File: src/multichannel_adc_window_sum_core_defines.svh
// ---------------------------------------------------------------------------
// Assertion macros for the multichannel window sum core.
// ---------------------------------------------------------------------------
`ifndef MULTICHANNEL_ADC_WINDOW_SUM_CORE_DEFINES_SVH
`define MULTICHANNEL_ADC_WINDOW_SUM_CORE_DEFINES_SVH

`ifndef SYNTHESIS

// Same-cycle implication, checked at every rising edge outside reset.
`define MAWSUM_ASSERT(lbl, clk, rst, prop) \
   lbl: assert property (@(posedge clk) disable iff (rst) (prop)) \
      else $error("mawsum assertion failed");

// Antecedent in one cycle implies consequent in the next.
`define MAWSUM_ASSERT_NEXT(lbl, clk, rst, ante, cons) \
   lbl: assert property (@(posedge clk) disable iff (rst) (ante) |=> (cons)) \
      else $error("mawsum assertion failed");

`else

`define MAWSUM_ASSERT(lbl, clk, rst, prop)
`define MAWSUM_ASSERT_NEXT(lbl, clk, rst, ante, cons)

`endif

`endif

File: src/mawsum_ram.sv
// ---------------------------------------------------------------------------
// mawsum_ram
// Generic single-write, single-read RAM with registered read data.
// ---------------------------------------------------------------------------
module mawsum_ram #(
   parameter int WIDTH = 8,
   parameter int DEPTH = 16
) (
   input  logic                     clock,
   input  logic                     wr_en,
   input  logic [$clog2(DEPTH)-1:0] wr_addr,
   input  logic [WIDTH-1:0]         wr_data,
   input  logic                     rd_en,
   input  logic [$clog2(DEPTH)-1:0] rd_addr,
   output logic [WIDTH-1:0]         rd_data
);

   logic [WIDTH-1:0] mem [DEPTH];
   logic [WIDTH-1:0] rd_data_ff;

   always_ff @(posedge clock) begin
      if (wr_en) begin
         mem[wr_addr] <= wr_data;
      end
      if (rd_en) begin
         rd_data_ff <= mem[rd_addr];
      end
   end

   assign rd_data = rd_data_ff;

endmodule

File: config.mk
export PLATFORM = sky130hd
export DESIGN_NAME = mawsum_ram
export DESIGN_NICKNAME = d
export VERILOG_FILES = /design/src/multichannel_adc_window_sum_core_defines.svh /design/src/mawsum_ram.sv
export SDC_FILE = /design/constraint.sdc
export NUM_CORES = 1
export LEC_CHECK = 0
export ABC_CLOCK_PERIOD_IN_PS = 5400
export BUFFER_PORTS_ARGS = -buffer_cell sky130_fd_sc_hd__buf_2
export CAP_MARGIN = 25
export CORE_MARGIN = 2
export CORE_UTILIZATION = 60
export DETAILED_ROUTE_END_ITERATION = 16
export PLACE_DENSITY = 0.87
export SLEW_MARGIN = 20
export SYNTH_ARGS = -nofsm -noshare
export SYNTH_HDL_FRONTEND = slang
export SYNTH_SLANG_ARGS = --single-unit
File: constraint.sdc
create_clock -name clock -period 5.4 [get_ports clock]
set_input_delay 1.08 -clock clock [delete_from_list [all_inputs] [get_ports clock]]
set_output_delay 1.08 -clock clock [all_outputs]
set_load 0.05 [all_outputs]
# After elaboration in Yosys (flattened, before gate mapping)
# Memories as Yosys holds them, arrays and structs flattened. A register that Yosys moved wholly into a read port is not among the register bits.
# Cells that the tools add are included.
dict set report word_totals {
  regBits 0
  ramBits 128
  memories 1
  input_bits 19
  wordCells 3
}
dict set report op_classes {
  muxes 2
}
# name words word_bits rd rd_clocked_by_memory_dff write_ports line
set mem_list {}
lappend mem_list {mem 16 8 1 1 1 mawsum_ram.sv:18} ;# logic [WIDTH-1:0] mem [DEPTH];
# operator count
set op_table {}
lappend op_table {{1-bit two-way mux} 2}

# Logic depth before layout (Yosys ltp)
# Gate-level depths: netlist of run 1.
dict set report logic_depth {
  ltp_word 2
  mapped_depth 5
  depth_no_buf 3
}

# Least setup slack after synthesis of run 1
# No wires, ideal clock.
dict set report synth_timing {
  path_kind {input to register}
  start {input port wr_addr[2]}
  end {memory mem[0][0] (enable)}
  arrival_time_ns 2.190
  stages 2
  setup_time_ns 0.383
  slack_ns 2.827
  cell_sequence {or3b_2 nor3_1}
}
# element line
set synth_rtl {}
lappend synth_rtl {{start, declared} mawsum_ram.sv:11} ;# input logic [$clog2(DEPTH)-1:0] wr_addr,
lappend synth_rtl {{end, declared} mawsum_ram.sv:18}
# Straight into the memory's write port.

==> flow_summary.yaml, run 1 <==
critical_path:
  cp.depth: 5
  crit_type: "in -> reg"
  cp-end-kind: "flop"
  cp.arrival_ns: 2.74
  cpPeakStageDelay_ns: 0.59
  reg2reg_from: "mem[0][0]"
  cpLargestDelayFamily: "buffers and inverters"
  worst-r2r-cell-count: 3
  cp-start-kind: "input pin"
  path_max_fanout: 18
  timing.reg2reg.setup_slack_ns: 3.81
  cpMaxStageDelayCell: "mux4_1"
  critical_path_buf_inv_count: 2
  crit_required_ns: 5.66
  path_cells: "buf_2, buf_12, mux4_1, a22oi_1, nand2_1"
  timing.rr.end: "rd_data[0]"
timing:
  max_freq_mhz: 403
  max_slew.worst_pin.slew_ns: 0.995
  hold_viol: 0
  final-setup-viol-count: 0
  period_needed_ns: 2.48
  final.setup_skew_ns: 0.00604
  slew_violations: 0
  relSlewSlack: 0.334
  fin_setup_tns_ns: 0
  post-route-period-util: 0.460
  holdWs_ns: 0.763
  rsz0062_at_grt: "no"
logic_synthesis:
  synth_cell_types: 18
  synthCells: 229
  syn_area_per_cell_um2: 22.8
  ys_ff_latch: 136
  yosys.area.top_type: "edfxtp_1"
  synth_edf_count: 136
  synth_top_family_by_area: "multiplexers"
  synthArstFlopShare: 0
  synth_fp_nets: 248
  ys.flop_type: "edfxtp_1"
  netlist.area_leader.share: 0.781
  synth-xor-area-share: 0
  synth.area.top_cells: "edfxtp_1 78%, mux4_2 7.8%, mux4_1 7.0%"
  ys_seq_area_frac: 0.781
  synth_compound_area_frac: 0.0230
  yosys.area_share.simple: 0.0314
  ys_top_cells_by_count: "136 x edfxtp_1, 18 x mux4_2, 16 x a22oi_1, 14 x mux4_1, 13 x nor2_1"
  synthAdderAreaFrac: 0
  synth_area_um2: 5230
  synthMuxAreaShare: 0.148
  synth.most_common_cell: "edfxtp_1"
  yosys_warnings: 0
route:
  drc: 0
  drtAntennaViolNets: 0
  vias: 2556
  dr.pass1.iters: 5
  via_per_inst: 6.59
  wirelength_mm: 10.8
  drtIter0Drc: 326
  routedWlPerCell_um: 27.8
clock_tree:
  cts_resized: 0
  cts.sinks: 136
  cts_tree: "yes"
  clk_latency_ns: 0.52
  cts_hold_buffers: 0
  clk_pin_slew_worst_paths_ns: 0.06
  htree_num_levels: 4
  cts_made_buffers: 17
  clock_path_buffers: 2
  cts-root-buf: "clkbuf_8"
  cts_setup_buffers: 0
min_path:
  min-delay-start: "mem[12][2]"
  hold-path-cell-count: 3
  hold_class: "reg -> reg"
  min_to: "rd_data[2]"
floorplan:
  coreArea_um2: 8590
  start_util: 0.608
  placementRows: 34
  die_h_um: 97.3
  die_area_um2: 9480
  fp.dieW_um: 97.3
  io-pin-count: 27
final_layout:
  n_fill_cell: 478
  multi_input_area_um2: 1060
  final_net_count: 287
  regArea_um2: 4080
  area_growth_pct: 15.7
  finalNonFillerCells: 388
  final_util: 0.704
  diodes: 0
  drive_gt1_frac: 0.279
placed_design:
  place.gp.congestion: 0.812
  io_buffer_count: 26
  hpwl_mm: 5.92
  dp_cells: 356
pwr:
  ir_drop_v: 0.000313
  cellPowerDensity_nw_per_um2: 411
  leakagePower_nw: 2.02
  p_total_mw: 2.49
grt:
  grt_pass1_wl_mm: 16.2
  grt_usage: 0.246
  gr-total-overflow: 0
  grt_max_degree: 33
  antenna_found_initial: 0
  grt_pass1_vias: 2600
flow_run:
  maxCapViolCount: 0
status:
  status: "complete, no violations"
-- cell families after synthesis --
group           after synthesis
compound gates               16
buf+inv                      10
flops                       136
mux                          32
simple gates                 35
-- state kept, by name (all words and copies together) (netlist names) --
| name | count |
|---|---|
| rd_data | 8 |
| mem | 128 |
-- worst max path at each step --
stage               start    endpoint  slack (ns)
2_1_floorplan  wr_addr[2]   mem[0][0]        2.83
3_3_place_gp   rd_addr[0]  rd_data[4]        2.23
3_5_place_dp   rd_addr[0]  rd_data[3]        2.21
4_1_cts        rd_addr[0]  rd_data[0]        2.71
5_1_grt        rd_addr[0]  rd_data[0]        2.86
6_report       rd_addr[0]  rd_data[0]        2.92
-- worst reg2reg max path, cell delays in order (launching register included) --
cell	delay, ns
edfxtp_1	0.41
mux4_1	0.52
a22oi_1	0.32
nand2_1	0.09
-- metal layers --
metal  GRT usage  routed length [um]  up-vias  share of wire
met1       0.338                4280     1286           0.40
met2       0.374                5330      188           0.50
met4       0.100                 247        0          0.023
met5           0                   0        -              0
li1            -                   -     1063              -
met3      0.0813                 906       19          0.084
-- layout by cell type (no fill, tap or decap), types with 3 or more instances in the layout --
cell type  synthesis  routed
edfxtp_1         136     136
buf_2              3      26
mux4_2            18      18
a22oi_1           16      16
clkbuf_16          0      16
mux4_1            14      14
nor2_1            13      13
nand2_1            9       9
bufinv_16          0       4
nor3_1             4       3
clkinv_1           0       3
clkinv_4           0       3
buf_4              1       3
-- cell type report --
cell class | instances | share of cell area
Sequential cell | 136 | 0.675
Multi-Input combinational cell | 83 | 0.176
Tap cell | 108 | 0.0223
Clock buffer | 17 | 0.0684
Timing Repair Buffer | 30 | 0.0285
Clock inverter | 14 | 0.0302
-- stage by stage --
stage	cell area [um^2]	setup slack, ns
finish	6050	2.92
global route	6050	2.86
CTS	6030	2.71
detailed placement	5430	2.21
global placement	5430	2.23
floorplan	5230	2.83
-- power breakdown --
part	total, mW	switching (mW)	internal [mW]	leakage, nW
Clock	1.17	0.424	0.742	0.286
Sequential	1.20	0.00749	1.19	1.24
Combinational	0.124	0.0806	0.0430	0.500
(Power assumes the default switching activity.)
==> run 2: changes to the inputs <==
Settings changed: ABC_AREA from default to 1, ABC_CLOCK_PERIOD_IN_PS 5400 to 2200, CORE_UTILIZATION 60 to 55, PLACE_DENSITY 0.87 to 0.84.
Clock period 5.4 ns to 2.2 ns, I/O delays scaled along.
==> flow_summary.yaml, run 2 <==
status:
  status: "complete, no violations"
logic_synthesis:
  synthArstFlopShare: 0
  ys.flop_type: "edfxtp_1"
  yosys.area.top_type: "edfxtp_1"
  ys_ff_latch: 136
  synth_edf_count: 136
  synth_cell_types: 11
  synth_fp_nets: 570
  synth_area_um2: 5850
  synthCells: 551
  ys_top_cells_by_count: "173 x nand2_1, 136 x edfxtp_1, 100 x inv_1, 97 x nand3_1, 17 x nor2_1"
  netlist.area_leader.share: 0.698
  syn_area_per_cell_um2: 10.6
  synth.area.top_cells: "edfxtp_1 70%, nand2_1 11%, nand3_1 8.3%"
  yosys_warnings: 0
  synth.most_common_cell: "nand2_1"
  ys_seq_area_frac: 0.698
timing:
  post-route-period-util: 0.726
  final-setup-viol-count: 0
  hold_viol: 0
  period_needed_ns: 1.60
  rsz0062_at_grt: "no"
  max_freq_mhz: 626
  relSlewSlack: 0.544
  final.setup_skew_ns: 0.00735
  holdWs_ns: 0.284
  max_slew.worst_pin.slew_ns: 0.682
  fin_setup_tns_ns: 0
  slew_violations: 0
floorplan:
  die_h_um: 107
  start_util: 0.566
  placementRows: 37
  fp.dieW_um: 107
  coreArea_um2: 10300
  die_area_um2: 11500
  io-pin-count: 27
critical_path:
  endpoint: "rd_data[0]"
  timing.rr.end: "rd_data[4]"
  path_max_fanout: 1
  cp-start-kind: "flop"
  cpPeakStageDelay_ns: 0.41
  path_cells: "buf_2"
  reg2reg_from: "mem[5][4]"
  cp-startpoint: "rd_data[0]"
  cp.arrival_ns: 1.16
  cp-end-kind: "output port"
  cpLargestDelayFamily: "flip-flops"
  cp.depth: 1
  timing.reg2reg.setup_slack_ns: 0.98
  crit_required_ns: 1.76
  cpMaxStageDelayCell: "edfxtp_1"
  crit_type: "reg -> out"
  critical_path_buf_inv_count: 1
  worst-r2r-cell-count: 6
min_path:
  hold_class: "in -> reg"
  hold-path-cell-count: 1
placed_design:
  io_buffer_count: 26
  place_area_um2: 6100
  hpwl_mm: 7.88
  place.gp.congestion: 0.890
clock_tree:
  cts-root-buf: "clkbuf_8"
  cts_tree: "yes"
  clk_latency_ns: 0.52
  cts_resized: 0
  htree_num_levels: 4
  cts_hold_buffers: 0
  cts_made_buffers: 17
  clk_pin_slew_worst_paths_ns: 0.06
  cts_setup_buffers: 0
  cts.sinks: 136
  clock_path_buffers: 2
grt:
  grt_pass1_wl_mm: 20.1
  grt_usage: 0.243
  gr-total-overflow: 0
  grt_max_degree: 65
  antenna_found_initial: 0
  grt_pass1_vias: 3918
final_layout:
  postLayoutCellArea_um2: 6740
  drive_gt1_frac: 0.119
  final_util: 0.653
  final_cell_mix: "173 x nand2_1, 136 x edfxtp_1, 100 x inv_1, 97 x nand3_1, 26 x buf_2"
  final_common_cell: "nand2_1"
  largest_register_ffs: 128
  largest_register: "mem"
  n_fill_cell: 740
  diodes: 0
  multi_input_area_um2: 1210
  final_net_count: 605
  area_growth_pct: 15.3
  regArea_um2: 4080
pwr:
  p_total_mw: 6.38
  ir_drop_v: 0.000627
  cellPowerDensity_nw_per_um2: 946
  leakagePower_nw: 2.92
route:
  vias: 3984
  drc: 0
  dr.pass1.iters: 5
  via_per_inst: 5.44
  drtIter0Drc: 369
  drtAntennaViolNets: 0
  routedWlPerCell_um: 17.4
  wirelength_mm: 12.8
flow_run:
  maxCapViolCount: 0
==> run 2: cell count changes in the layout (fill, tap and decap cells not counted), sizes merged, moves of 4 or more <==
cell,change
nand3,+96
mux4,-32
a22oi,-16
inv,+103
nand2,+164
buf,+10
nor2,+4
nor3,-4
==> run 2: metal layers <==
metal / vias up / part of all wire / GRT usage
met5: - / 0 / 0
met4: 0 / 0.036 / 0.138
met3: 41 / 0.089 / 0.0620
met2: 234 / 0.46 / 0.365
met1: 1861 / 0.42 / 0.323
li1: 1848 / - / -
==> run 2: logic make-up after synthesis <==
| logic type | count (synthesis) | synth area share |
|---|---|---|
| AND/OR/NAND/NOR | 289 | 0.208 |
| flip-flops | 136 | 0.698 |
| buffers and inverters | 126 | 0.0939 |
==> run 2: per-stage QoR <==
step,instances,worst slack [ns]
2_1_floorplan,551,0.809
3_3_place_gp,703,0.530
3_5_place_dp,703,0.501
4_1_cts,733,0.595
5_1_grt,733,0.579
6_report,733,0.602
==> run 2: area by class of cell <==
class | instances | area share
Clock buffer | 17 | 0.0614
Inverter | 102 | 0.0568
Multi-Input combinational cell | 289 | 0.180
Clock inverter | 13 | 0.0338
Sequential cell | 136 | 0.606
Tap cell | 136 | 0.0252
Timing Repair Buffer | 40 | 0.0368
==> run 2: how the worst min path moves through the flow <==
| stage | from | slack, ns | endpoint |
|---|---|---|---|
| 6_report | rd_en | 0.28 | rd_data[4] |
| 5_1_grt | rd_en | 0.27 | rd_data[4] |
| 4_1_cts | rd_en | 0.26 | rd_data[4] |
| 3_5_place_dp | mem[10][0] | 0.74 | rd_data[0] |
| 3_3_place_gp | mem[10][7] | 0.71 | rd_data[7] |
| 2_1_floorplan | wr_data[0] | 0.54 | mem[0][0] |
==> run 2: report_power, final <==
part           internal (mW)  switching, mW  leakage [nW]
logic                 0.0982          0.285          1.37
clock network           2.05           1.00         0.311
registers               2.92         0.0174          1.24
