--- config.mk ---
export PLATFORM = sky130hd
export DESIGN_NAME = mawsum_index
export DESIGN_NICKNAME = d
export VERILOG_FILES = /design/src/mawsum_pkg.sv /design/src/mawsum_index.sv
export VERILOG_INCLUDE_DIRS = /design/src /design/src/src
export SDC_FILE = /design/constraint.sdc
export NUM_CORES = 1
export LEC_CHECK = 0
export ABC_AREA = 1
export BUFFER_PORTS_ARGS = -buffer_cell sky130_fd_sc_hd__buf_2
export CAP_MARGIN = 20
export CORE_UTILIZATION = 40
export DETAILED_ROUTE_END_ITERATION = 6
export PLACE_DENSITY_LB_ADDON = 0.05
export SYNTH_ARGS = -nofsm -noshare
export SYNTH_HDL_FRONTEND = slang
export SYNTH_SLANG_ARGS = --single-unit
export TNS_END_PERCENT = 50
--- constraint.sdc ---
create_clock -name clock -period 9.05 [get_ports clock]
set_input_delay 1.81 -clock clock [delete_from_list [all_inputs] [get_ports clock]]
set_output_delay 1.81 -clock clock [all_outputs]
set_load 0.1 [all_outputs]
--- src/multichannel_adc_window_sum_core_defines.svh ---
// ---------------------------------------------------------------------------
// Assertion macros for the multichannel window sum core.
// ---------------------------------------------------------------------------
`ifndef MULTICHANNEL_ADC_WINDOW_SUM_CORE_DEFINES_SVH
`define MULTICHANNEL_ADC_WINDOW_SUM_CORE_DEFINES_SVH

`ifndef SYNTHESIS

// Same-cycle implication, checked at every rising edge outside reset.
`define MAWSUM_ASSERT(lbl, clk, rst, prop) \
   lbl: assert property (@(posedge clk) disable iff (rst) (prop)) \
      else $error("mawsum assertion failed");

// Antecedent in one cycle implies consequent in the next.
`define MAWSUM_ASSERT_NEXT(lbl, clk, rst, ante, cons) \
   lbl: assert property (@(posedge clk) disable iff (rst) (ante) |=> (cons)) \
      else $error("mawsum assertion failed");

`else

`define MAWSUM_ASSERT(lbl, clk, rst, prop)
`define MAWSUM_ASSERT_NEXT(lbl, clk, rst, ante, cons)

`endif

`endif

--- src/mawsum_pkg.sv ---
// ---------------------------------------------------------------------------
// mawsum_pkg
// Shared constants and types of the multichannel window sum core.
// ---------------------------------------------------------------------------
package mawsum_pkg;

   localparam int CHANNELS_PER_BANK = 8;
   localparam int WINDOW_DEPTH      = 32;
   localparam int BANK_COUNT        = 2;

   localparam int SLOT_COUNT = BANK_COUNT * CHANNELS_PER_BANK;
   localparam int SLOT_W     = (SLOT_COUNT > 1) ? $clog2(SLOT_COUNT) : 1;
   localparam int HEAD_W     = (WINDOW_DEPTH > 1) ? $clog2(WINDOW_DEPTH) : 1;
   localparam int ADDR_W     = SLOT_W + HEAD_W;
   localparam int RING_DEPTH = 2 ** ADDR_W;

   // Converter word layout
   localparam int WORD_W     = 32;
   localparam int CHAN_W     = 3;
   localparam int CHAN_LSB   = 24;
   localparam int SAMPLE_W   = 10;
   localparam int SAMPLE_LSB = 6;
   localparam int SUM_W      = 15;

   // Window length fields
   localparam int LEN_W     = 6;
   localparam int CNT_W     = LEN_W + 1;
   localparam int LEN_REG_W = 48;
   localparam int ENABLE_W  = 16;

   // Register port
   localparam int CSR_ADDR_W = 2;
   localparam int CSR_DATA_W = 48;
   localparam logic [CSR_ADDR_W-1:0] CSR_ENABLE    = CSR_ADDR_W'(0);
   localparam logic [CSR_ADDR_W-1:0] CSR_LEN_BANK0 = CSR_ADDR_W'(1);
   localparam logic [CSR_ADDR_W-1:0] CSR_LEN_BANK1 = CSR_ADDR_W'(2);

   // Result stream
   localparam int RSP_TDATA_W = 32;
   localparam int RSP_PAD_W   = RSP_TDATA_W - (CHAN_W + SAMPLE_W + SUM_W + 1);

   typedef struct packed {
      logic              en;
      logic [ADDR_W-1:0] addr;
   } ram_rd_type;

   typedef struct packed {
      logic                en;
      logic [ADDR_W-1:0]   addr;
      logic [SAMPLE_W-1:0] data;
   } ram_wr_type;

   // Item leaving the head stage
   typedef struct packed {
      logic                valid;
      logic                bank;
      logic [CHAN_W-1:0]   chan;
      logic [SAMPLE_W-1:0] sample;
      logic                upd;
      logic [ADDR_W-1:0]   addr;
   } issue_type;

   // Item held in the sum stage
   typedef struct packed {
      logic                bank;
      logic [CHAN_W-1:0]   chan;
      logic [SAMPLE_W-1:0] sample;
      logic                upd;
      logic [ADDR_W-1:0]   addr;
      logic                fwd;
      logic [SAMPLE_W-1:0] fwd_data;
   } stage_type;

endpackage

--- src/mawsum_index.sv ---
// ---------------------------------------------------------------------------
// mawsum_index
// Input register, word decode, per-slot ring heads and ring read issue.
// ---------------------------------------------------------------------------
`include "multichannel_adc_window_sum_core_defines.svh"

module mawsum_index (
   input  logic                                clock,
   input  logic                                reset,
   input  logic                                req_valid,
   output logic                                req_ready,
   input  logic                                req_bank,
   input  logic [mawsum_pkg::WORD_W-1:0]       req_word,
   input  logic                                clearing,
   input  logic [mawsum_pkg::SLOT_COUNT-1:0]   enable_mask,
   input  logic [mawsum_pkg::LEN_REG_W-1:0]    len_bank0,
   input  logic [mawsum_pkg::LEN_REG_W-1:0]    len_bank1,
   input  logic                                s2_ready,
   output mawsum_pkg::ram_rd_type              rd_req,
   output mawsum_pkg::issue_type               issue
);

   import mawsum_pkg::*;

   logic                s1_valid_ff;
   logic                s1_valid_in;
   logic                s1_bank_ff;
   logic [CHAN_W-1:0]   s1_chan_ff;
   logic [SAMPLE_W-1:0] s1_sample_ff;
   logic [HEAD_W-1:0]   head_ff [SLOT_COUNT];

   logic                s1_go;
   logic                accept;
   logic                exists;
   logic                upd;
   logic [SLOT_W-1:0]   slot;
   logic [LEN_REG_W-1:0] len_reg;
   logic [LEN_W-1:0]    len_field;
   logic [CNT_W-1:0]    len_eff;
   logic [CNT_W-1:0]    nh_inc;
   logic [CNT_W-1:0]    nh_wide;
   logic [HEAD_W-1:0]   nh;

   always_comb begin
      s1_go       = s1_valid_ff && s2_ready;
      req_ready   = !clearing && (!s1_valid_ff || s2_ready);
      accept      = req_valid && req_ready;
      s1_valid_in = accept ? 1'b1 : (s1_go ? 1'b0 : s1_valid_ff);

      exists = (int'(s1_bank_ff) < BANK_COUNT) && (int'(s1_chan_ff) < CHANNELS_PER_BANK);
      slot   = SLOT_W'(int'(s1_bank_ff) * CHANNELS_PER_BANK + int'(s1_chan_ff));
      upd    = exists && enable_mask[slot];

      len_reg   = s1_bank_ff ? len_bank1 : len_bank0;
      len_field = len_reg[int'(s1_chan_ff) * LEN_W +: LEN_W];
      // zero length acts as one, oversize saturates to the ring depth
      if (len_field == '0) begin
         len_eff = CNT_W'(1);
      end else if (int'(len_field) > WINDOW_DEPTH) begin
         len_eff = CNT_W'(WINDOW_DEPTH);
      end else begin
         len_eff = CNT_W'(len_field);
      end

      nh_inc  = CNT_W'(head_ff[slot]) + CNT_W'(1);
      nh_wide = (nh_inc >= len_eff) ? '0 : nh_inc;
      nh      = nh_wide[HEAD_W-1:0];

      rd_req.en   = s1_go && upd;
      rd_req.addr = {slot, nh};

      issue.valid  = s1_valid_ff;
      issue.bank   = s1_bank_ff;
      issue.chan   = s1_chan_ff;
      issue.sample = s1_sample_ff;
      issue.upd    = upd;
      issue.addr   = {slot, nh};
   end

   always_ff @(posedge clock) begin
      if (reset) begin
         s1_valid_ff <= 1'b0;
         for (int i = 0; i < SLOT_COUNT; i++) begin
            head_ff[i] <= '0;
         end
      end else begin
         s1_valid_ff <= s1_valid_in;
         if (s1_go && upd) begin
            head_ff[slot] <= nh;
         end
      end
   end

   always_ff @(posedge clock) begin
      if (accept) begin
         s1_bank_ff   <= req_bank;
         s1_chan_ff   <= req_word[CHAN_LSB +: CHAN_W];
         s1_sample_ff <= req_word[SAMPLE_LSB +: SAMPLE_W];
      end
   end

   `MAWSUM_ASSERT(a_head_in_window, clock, reset, s1_go && upd |-> nh_wide < len_eff)

endmodule

* Yosys cells after proc, flatten, opt, wreduce, memory -nomap -nowiden *
Memory sizes are Yosys's and may differ from the RTL's.
Index checks and enable logic that the tools add are counted.

storage, ports and cells
  output and inout bits = 36
  RAM bits = 80
  memories kept = 1
  bits of input ports = 150
  flip-flop bits (word level) = 15

cells by class
  magnitude comparators = 3
  multipliers = 1
  muxes and demuxes = 16
  add/sub/neg operators = 2
  reduce and logical (&&, ||, !) cells = 10
  shifts and indexed selects = 1

memory list
  memory   depth  width  read ports  clocked after memory_dff  write ports  RTL line            source
  head_ff  16     5      1           0                         16           mawsum_index.sv:30  logic [HEAD_W-1:0] head_ff [SLOT_COUNT];

operators with widths
  kind                   number
  $mux W48               1
  $shiftx A48 B7 Y6      1
  $mux W5                2
  $mux W1                9
  $ge A6 B7 Y1           1
  $mux W7                1
  $add A5 B1 Y6 const B  1
  $gt A6 B6 Y1 const B   1
  $logic_not A6 Y1       1
  $mux W6                1
  $lt A4 B5 Y1 const B   1
  $mul A3 B2 Y5 const B  1
  $reduce_or A5 Y1       1
  $add A4 B3 Y4          1
  $bmux W1 S4            1
  $logic_and A1 B1 Y1    4
  $mux W4                1
  $logic_not A1 Y1       2
  $reduce_bool A2 Y1     1
  $logic_or A1 B1 Y1     1

* Depth between registers and ports, before layout *
  depth in word-level cells = 9
  depth in mapped cells = 27

* Worst setup path before layout *
No wires, ideal clock.

  path kind = input port to output port
  start point = input len_bank1[44] (netlist bit)
  end point = output rd_req[0] (netlist bit)
  setup slack = 1.934 ns
  buffers on the path = 1
  arrival = 5.306 ns
  required time = 7.240 ns
  stages on the path = 16
  path through = or2_2 nand2_1 nand2_1 nor2_1 nand2_1 nand2_1 nand2_1 o21ai_1 nand3_1 ha_1 a21oi_1 o21ai_0 nand4_1 nand3_1 nor2_1 buf_4

RTL lines
  item             RTL line            source
  start, declared  mawsum_index.sv:17  input logic [mawsum_pkg::LEN_REG_W-1:0] len_bank1,
  end, declared    mawsum_index.sv:19  output mawsum_pkg::ram_rd_type rd_req,

==> impl_metrics.tcl <==
set metrics [dict create \
    overflow 0 \
    start_kind "register" \
    die_y_um 126 \
    drc_errors 0 \
    worstSetupPathDepth 20 \
    via_per_inst 4.96 \
    setup_slack_ns 1.87 \
    critPathKind "reg2out" \
    synth.cell_area_mm2 0.00619 \
    rsz0062_at_grt "no" \
    fillers 1555 \
    fin_util_pct 48.0 \
    drt-initial-drc-count 314 \
    placed_area_mm2 0.00696 \
    routabilityCongestion 0.823 \
    muxShareOfSynthArea_pct 0 \
    slowest_stage "edfxtp_1" \
    ff2ff_setup_slack_ns 4.20 \
    synth_edf_count 94 \
    post-synth-top-count-cell "nand2_1" \
    insertion_delay_ns 0.35 \
    finalMaxSlewViolations 0 \
    irDropWorstVdd_v 0.000164 \
    syn_to_final_growth_pct 17.4 \
    syn_nets 969 \
    status "finished, final reports clean" \
    yosys.area_share.simple_pct 41.2 \
    grt_pass1_wl_um 28400 \
    coreArea_mm2 0.0151 \
    yosysTopAreaCell "edfxtp_1" \
    port_buffers 166 \
    io_pins 186 \
    grt_usage_pct 22.9 \
    hold-path-endpoint "s1_valid_ff" \
    clkPwrFrac_pct 32.1 \
    clk_pin_slew_worst_paths_ns 0.07 \
    finalSetupTns_ns 0 \
    p_comb_share_pct 25.8 \
    cp_top_family "simple AND/OR/NAND/NOR gates" \
    hp-start "s1_valid_ff" \
    end_kind "output port" \
    slew_headroom_pct 38.2 \
    required_ns 7.24 \
    crit_buf_inv 5 \
    hold_class "reg2reg" \
    cell_internal_pwr_uw 784 \
    synth_top_family_by_area "simple AND/OR/NAND/NOR gates" \
    postSynthCellCount 812 \
    switching_share_pct 34.7 \
    powerDensity_mw_per_mm2 165 \
    r2r-end "head_ff[5][1]" \
    worstPathMaxFanout 33 \
    cts_buffers 9 \
    hold_depth 4 \
    final-hold-violation-count 0 \
    seqPwrFrac_pct 42.1 \
    regArea_mm2 0.00284 \
    path_cells "buf_4 -> inv_2 -> nor2_4 -> o21ai_0 -> nor2_1 -> nor2_1 -> nand2_1 -> nand2_1 -> nand3_1 -> o21ai_1 -> nand3_1 -> ha_1 -> a21oi_1 -> o21ai_0 -> nand4_1 -> nand3_1 -> inv_1 -> nand3_4 -> inv_1 -> buf_2" \
    drive_gt1_share_pct 24.6 \
    rows 45 \
    synth_cell_types 31 \
    routed-via-count 5647 \
    post-route-period-util_pct 79.4 \
    critPathMaxStageDelay_ns 0.96 \
    antenna_found_initial 0 \
    cts_num_sinks 95 \
    fin_crit_ns 7.18 \
    reg2reg_from "s1_chan_ff[0]" \
    drtAntennaViolNets 0 \
    synth_ff_type "edfxtp_1" \
    async_flop_share_pct 0 \
    ys_ff_latch 95 \
    power_leakage_uw 0.00357 \
    pre_cts_ws_ns 2.20 \
    ctsResizeCount 0 \
    syn_avg_cell_area_um2 7.63 \
    synth.top_cell.area_share_pct 45.6 \
    grt_max_degree 34 \
    grt_pass1_vias 5727 \
    routed_wl_um 17800 \
    p_switching_uw 416 \
    initial_core_util_pct 40.9 \
    synth_compound_area_share_pct 1.82 \
    wl_per_cell_um 15.7 \
    worstMarginPinSlew_ns 0.927 \
    whs_ns 0.675 \
    yosysWarningCount 0 \
    postLayoutCellArea_mm2 0.00727 \
    hpwl_um 12500 \
    setup_violations 0 \
    cts_hold_buf 0 \
    crit_top_cell "nand3_1" \
    htreeDepth 3 \
    synthAdderAreaFrac_pct 1.41 \
    reg2reg_depth 20 \
    multi_input_area_mm2 0.00275 \
    max_freq_mhz 139 \
    antenna_cells 0 \
    synth_area_leaders "edfxtp_1 46%, nand2_1 21%, nor2_1 7.4%" \
    cts_tree "built" \
    synthTopCellsByCount "354 x nand2_1, 122 x nor2_1, 94 x edfxtp_1" \
    ctsRootBufferMaster "clkbuf_16" \
    die_w_um 126 \
    post-cts-setup-buffers 0 \
    cts_max_path_buffers 2 \
    skew_ns 0.00913 \
    nNetsFinal 1103 \
    drtPass1Iterations 5 \
    fp.dieArea_mm2 0.0160 \
    critPathArrivalTime_ns 5.37 \
    seq_area_frac_synth_pct 45.9 \
    timing.max_cap.violations 0 \
    synth-xor-area-share_pct 0 \
]
-- cell type report --
type	count	area share, %
well taps	188	3.23
flip-flops and latches	95	39.1
inverters	62	3.20
repair buffers	176	12.5
multi-input cells	602	37.9
clock inverters	5	0.895
clock buffers	11	3.20
-- through the flow --
step                cells  power [uW]
floorplan             812         749
global placement     1122         823
detailed placement   1122         825
CTS                  1138        1200
global route         1139        1240
finish               1139        1200
-- worst max-delay path by stage --
stage	startpoint	to
final	s1_chan_ff[0]	rd_req[3]
after global routing	s1_bank_ff	issue[3]
after CTS	s1_chan_ff[0]	rd_req[3]
after detailed placement	s1_chan_ff[0]	rd_req[3]
after global placement	s1_chan_ff[0]	rd_req[3]
after floorplan	len_bank1[44]	rd_req[0]
-- power by group through the flow --
stage / clock network, uW / logic, uW / registers, uW
floorplan: 0 / 220 / 529
global placement: 0 / 308 / 515
detailed placement: 0 / 310 / 515
CTS: 387 / 311 / 505
global route: 404 / 332 / 507
finish: 385 / 310 / 505
-- cell usage in the layout, fill, tap and decap left out, types with 2 or more instances in the layout --
cell | synthesis | final
clkinv_4 | 0 | 2
nor2_4 | 4 | 4
nand3_1 | 35 | 35
edfxtp_1 | 94 | 94
nor2_1 | 122 | 122
nand4_1 | 16 | 16
buf_4 | 24 | 9
a21oi_1 | 3 | 3
nand2_1 | 354 | 354
o21ai_0 | 14 | 14
inv_1 | 54 | 54
clkbuf_16 | 0 | 9
nor2_2 | 15 | 15
clkbuf_1 | 10 | 2
nand3_4 | 2 | 2
ha_1 | 7 | 7
nor3_1 | 4 | 4
inv_6 | 0 | 2
nand4_4 | 9 | 9
inv_2 | 7 | 7
nand3b_1 | 6 | 6
or2_2 | 2 | 2
o211ai_1 | 2 | 2
buf_2 | 9 | 166
nand2_2 | 2 | 2
-- sequential cells by signal, indices dropped and copies added (netlist names) --
| signal | flops |
|---|---|
| s1_sample_ff | 10 |
| head_ff | 80 |
| s1_chan_ff | 3 |
| s1_bank_ff | 1 |
| s1_valid_ff | 1 |
-- layer usage --
metal	vias up	GRT usage, %	share of wire (%)
met4	0	5.81	1.2
li1	2841	-	-
met5	-	0	0
met3	16	2.70	4.6
met2	170	43.2	50
met1	2620	27.6	44
-- cells by family (layout without fill, tap and decap cells) --
logic type | Yosys count | count (layout)
buffers and inverters | 115 | 254
AOI/OAI and AO/OA | 21 | 21
DFF | 95 | 95
and+or+nand+nor | 574 | 574
adders and majority gates | 7 | 7
-- worst min-delay path: stages (launching register included) --
cell and delay (ns):
dfxtp_1 0.32, inv_1 0.05, nor2_1 0.06, o21ai_0 0.15, inv_1 0.04
Note: power is estimated with default switching activity, not from simulation.
